--- src/design/skil_pkg.sv ---
package skil_pkg;

    localparam int IDX_W = 8;
    localparam int VAL_W = 32;
    localparam int TOL_W = 16;
    localparam int CACHE_W = 9;
    // wide enough for a uniform knot (index << FRAC_BITS) plus tolerance, signed
    localparam int CMP_W = 48;
    localparam int CFG_IDX_W = 2;
    localparam int CFG_DATA_W = 16;
    localparam int POS_W = 2;

    localparam int DEF_KNOT_DEPTH = 256;
    localparam int DEF_FRAC_BITS = 16;

    localparam logic [CACHE_W-1:0] CACHE_INVALID = '1;

    localparam logic OP_LOAD = 1'b0;
    localparam logic OP_LOOKUP = 1'b1;

    localparam logic [POS_W-1:0] POS_INSIDE = 2'd0;
    localparam logic [POS_W-1:0] POS_BELOW = 2'd1;
    localparam logic [POS_W-1:0] POS_ABOVE = 2'd2;

    localparam logic [CFG_IDX_W-1:0] REG_INTERVAL_COUNT = 2'd0;
    localparam logic [CFG_IDX_W-1:0] REG_TOLERANCE = 2'd1;
    localparam logic [CFG_IDX_W-1:0] REG_UNIFORM_MODE = 2'd2;

    typedef enum logic [1:0] {
        OFF_ZERO,
        OFF_SUB_TOL,
        OFF_ADD_TOL
    } off_sel_t;

    typedef struct packed {
        off_sel_t              off_sel;
        logic                  uniform;
        logic                  in_range;
        logic [IDX_W-1:0]      idx;
    } cmp_req_t;

endpackage

--- src/design/skil_cmp_unit.sv ---
module skil_cmp_unit #(
    parameter int FRAC_BITS = skil_pkg::DEF_FRAC_BITS
) (
    input  skil_pkg::cmp_req_t                 req,
    input  logic signed [skil_pkg::VAL_W-1:0]  knot_raw,
    input  logic [skil_pkg::TOL_W-1:0]         tol,
    input  logic signed [skil_pkg::VAL_W-1:0]  t,
    output logic                               lt,
    output logic                               gt
);

    logic signed [skil_pkg::CMP_W-1:0] knot_ext;
    logic signed [skil_pkg::CMP_W-1:0] tol_ext;
    logic signed [skil_pkg::CMP_W-1:0] bound;
    logic signed [skil_pkg::CMP_W-1:0] t_ext;

    always_comb
    begin
        if (req.uniform)
        begin
            knot_ext = signed'(skil_pkg::CMP_W'(req.idx) << FRAC_BITS);
        end
        else if (req.in_range)
        begin
            knot_ext = skil_pkg::CMP_W'(knot_raw);
        end
        else
        begin
            knot_ext = '0;
        end
        tol_ext = signed'(skil_pkg::CMP_W'(tol));
        case (req.off_sel)
            skil_pkg::OFF_SUB_TOL: bound = knot_ext - tol_ext;
            skil_pkg::OFF_ADD_TOL: bound = knot_ext + tol_ext;
            default:               bound = knot_ext;
        endcase
        t_ext = skil_pkg::CMP_W'(t);
        lt = t_ext < bound;
        gt = t_ext > bound;
    end

endmodule

--- config.mk ---
export PLATFORM = sky130hd
export DESIGN_NAME = skil_cmp_unit
export DESIGN_NICKNAME = d
export VERILOG_FILES = /design/src/design/skil_pkg.sv /design/src/design/skil_cmp_unit.sv
export SDC_FILE = /design/constraint.sdc
export NUM_CORES = 1
export LEC_CHECK = 0
export CORE_ASPECT_RATIO = 1.75
export CORE_MARGIN = 3
export CORE_UTILIZATION = 50
export DETAILED_ROUTE_END_ITERATION = 10
export DONT_BUFFER_PORTS = 1
export GPL_ROUTABILITY_DRIVEN = 1
export RECOVER_POWER = 100
export SLEW_MARGIN = 25
export SYNTH_ARGS = -nofsm -noshare
export SYNTH_HDL_FRONTEND = slang
export SYNTH_SLANG_ARGS = --single-unit
--- constraint.sdc ---
create_clock -name vclk -period 12.4
set_input_delay 1.86 -clock vclk [all_inputs]
set_output_delay 1.86 -clock vclk [all_outputs]
set_load 0.01 [all_outputs]
==> impl_results.md <==
* Post-Route WL at between 15 and 20 mm
* Syn nets at ~860
* Global-route wire length before repair at between 20 and 30 mm
* Iteration count of the initial detailed-routing pass at 5
* Seq/Total Area, Yosys at 0
* Worst-path fanout max at 17
* Final Hold Fails at 0
* RSZ-0062 raised after global routing: no
* Final ANT Viol Nets at 0
* Postcts setup bufs at 0
* DRC at 0
* Final hold slack at 4.09 ns
* Worst-Margin Slew at 0.913 ns
* GR Layer Usage met2 at 0.588
* Routed vias at roughly 5000
* Post-DP HPWL at 13.4 mm
* Hold Crit Class: primary input to output port
* Cell variety after synth at 69
* Register area at 0 µm²
* Final Max Tran Viols at 0
* Mapped Cells at just under 700
* Min Tclk post-route at 10.29 ns
* Startpoint Class: primary input
* Vias in the first global route at between 5000 and 6000
* Global routing usage on met1 at 0.270
* DR vias/cell at between 6 and 7
* Cell Pwr Density at a little over 60 mW/mm²
* WP data arrival at roughly 8.4 ns
* Leakage power at ~2.1 nW
* Input/output buffers at 0
* FILL cells at between 900 and 1000
* Cell count of the worst hold path at 2
* GPL Wtd Cong at 0.901
* Peak VDD IR at approximately 0.025 mV
* FF+latch count at 0
* Initial Util at 0.525
* Run status: finished, final reports clean
* Antenna violations before repair at 1
* Hold Crit Endpoint: lt
* WL per Instance at about 21 µm
* Core area at just under 0.009 mm²
* Share of cells above drive strength 1 at 0.0366
* Worst Setup End Kind: output port
* Total Routing Usage GR at 0.296
* Syn Std Cell Area at 0.00464 mm²
* Met3 global-route usage at 0.0338
* FP Rows at 45
* Worst Path Class, Setup: primary input to output port
* Die height at between 100 and 150 µm
* Post-route clock period utilization at 0.830
* Synthesis-to-finish area growth at 1.56%
* Grt total ovfl at 0
* Synth warnings at 0
* DR iter-0 viols at roughly 210
* Syn avg cell area at roughly 7 µm²
* Crit path required time at ~11 ns
* MaxCap Viol Count at 0
* Chip width at 78.9 µm
* Setup tns final at 0 ns
* # clk buffers at 0
* Fmax at between 90 and 100 MHz
* Max transition margin at 0.388
* CTS resizes at 0
* Largest net degree at the start of global routing at 40
* Setup Viol. Count Final at 0
* Final Net Count at around 840
* Hold path startpoint: t[31]
* Die ar. at ~0.011 mm²
* I/O pins at 94
* Post-CTS Hold Buffers at 0
* GRT Max-Usage Layer: met2
==> logic make-up after synthesis <==
kind of cell               count (synthesis)  synth area share
muxes                                      9            0.0202
and+or+nand+nor                          225             0.250
buffers and inverters                     56            0.0455
AOI/OAI and AO/OA                        248             0.345
xor gates and xnor gates                  51            0.0962
adders and majority gates                 90             0.243
==> per-layer routing <==
layer / share of wire / up-vias / wire (µm)
li1: - / 2481 / -
met1: 0.33 / 2323 / 5210
met2: 0.55 / 162 / 8690
met4: 0.080 / 0 / 1270
met5: 0 / - / 0
met3: 0.046 / 65 / 723
==> where the power goes <==
group	total (mW)	leakage, nW	internal (mW)	switching, mW
clock	0.0000000108	0.00000634	0.0000000108	0
combinational	0.285	2.14	0.119	0.166
sequential	0	0	0	0
total	0.285	2.14	0.119	0.166
==> how the worst max path moves through the flow <==
stage	start	end	depth (start not counted)
finish	req[10]	gt	28
global route	req[10]	gt	28
CTS	req[10]	gt	27
detailed placement	req[10]	gt	27
global placement	req[10]	gt	27
floorplan	req[10]	gt	30
==> final cells by class <==
| type | instances | area (µm²) | share of cell area |
|---|---|---|---|
| multi-input cells | 623 | 4430 | 0.939 |
| well taps | 117 | 146 | 0.0310 |
| inverters | 29 | 109 | 0.0231 |
| repair buffers | 4 | 30.0 | 0.00637 |
| diodes | 1 | 2.50 | 0.000531 |
==> layout by cell type (no fill, tap or decap), types with 3 or more instances in the layout <==
cell type   n
nor2_1     56
xnor2_1    29
o21ai_0    46
nand4_1    16
mux2i_1     6
or2_2       3
a311o_1     3
a21o_1     34
xor2_1     22
o21bai_1    6
buf_4       4
o22ai_1     3
o211ai_1    4
nand2b_1   12
a211oi_1    7
o31a_1      3
a22o_1      7
nor2b_1    13
and3_1      8
nand2_1    45
mux2_2      3
nor4_1      3
a221oi_1    5
a21oi_1    82
ha_1       87
inv_1      27
nor3_1     12
and2_1     29
o21a_1      7
a31oi_1    13
nand3_1    14
==> cell usage after synthesis, types with 4 or more instances <==
master	instances	share of area
a211oi_1	7	0.011
a21o_1	34	0.055
a21oi_1	82	0.088
a221oi_1	5	0.0094
a22o_1	7	0.013
a31oi_1	12	0.016
and2_1	29	0.039
and3_1	8	0.011
clkbuf_1	24	0.019
ha_1	87	0.23
inv_1	27	0.022
mux2i_1	6	0.013
nand2_1	45	0.036
nand2b_1	12	0.016
nand3_1	14	0.015
nand4_1	16	0.022
nor2_1	56	0.045
nor2b_1	14	0.019
nor3_1	12	0.013
o211ai_1	4	0.0065
o21a_1	7	0.011
o21ai_0	46	0.050
o21bai_1	6	0.0097
xnor2_1	29	0.055
xor2_1	22	0.041
==> metrics by stage <==
step / std cells / area, µm² / setup slack, ns / utilization / power, mW
2_1_floorplan: 679 / 4640 / 3.20 / - / 0.217
3_3_place_gp: 773 / 4720 / 2.31 / 0.534 / 0.276
3_5_place_dp: 773 / 4720 / 2.22 / 0.534 / 0.281
4_1_cts: 773 / 4720 / 2.23 / 0.534 / 0.283
5_1_grt: 774 / 4720 / 1.52 / 0.534 / 0.317
6_report: 774 / 4720 / 2.11 / 0.534 / 0.285
==> critical path, stage by stage <==
cell and delay, ns:
inv_1 0.03, ha_1 0.63, nor2_1 0.13, xor2_1 0.18, ha_1 0.35, nor2b_1 0.17, o31a_1 0.27, o41ai_1 0.63
a2bb2oi_1 0.35, o21ai_0 0.18, a31oi_1 0.46, o21ba_1 0.25, o21a_1 0.16, o21bai_1 0.10, xor2_1 0.14, a21oi_1 0.09
ha_1 0.22, a21o_1 0.16, a21o_1 0.17, a21o_1 0.17, a21oi_1 0.14, nor2b_1 0.06, o211ai_1 0.15, a211oi_1 0.09
a2111oi_0 0.52, nand3_1 0.14, o22ai_1 0.42, nor2_1 0.18
No activity file was read; power rests on OpenSTA's default activity.
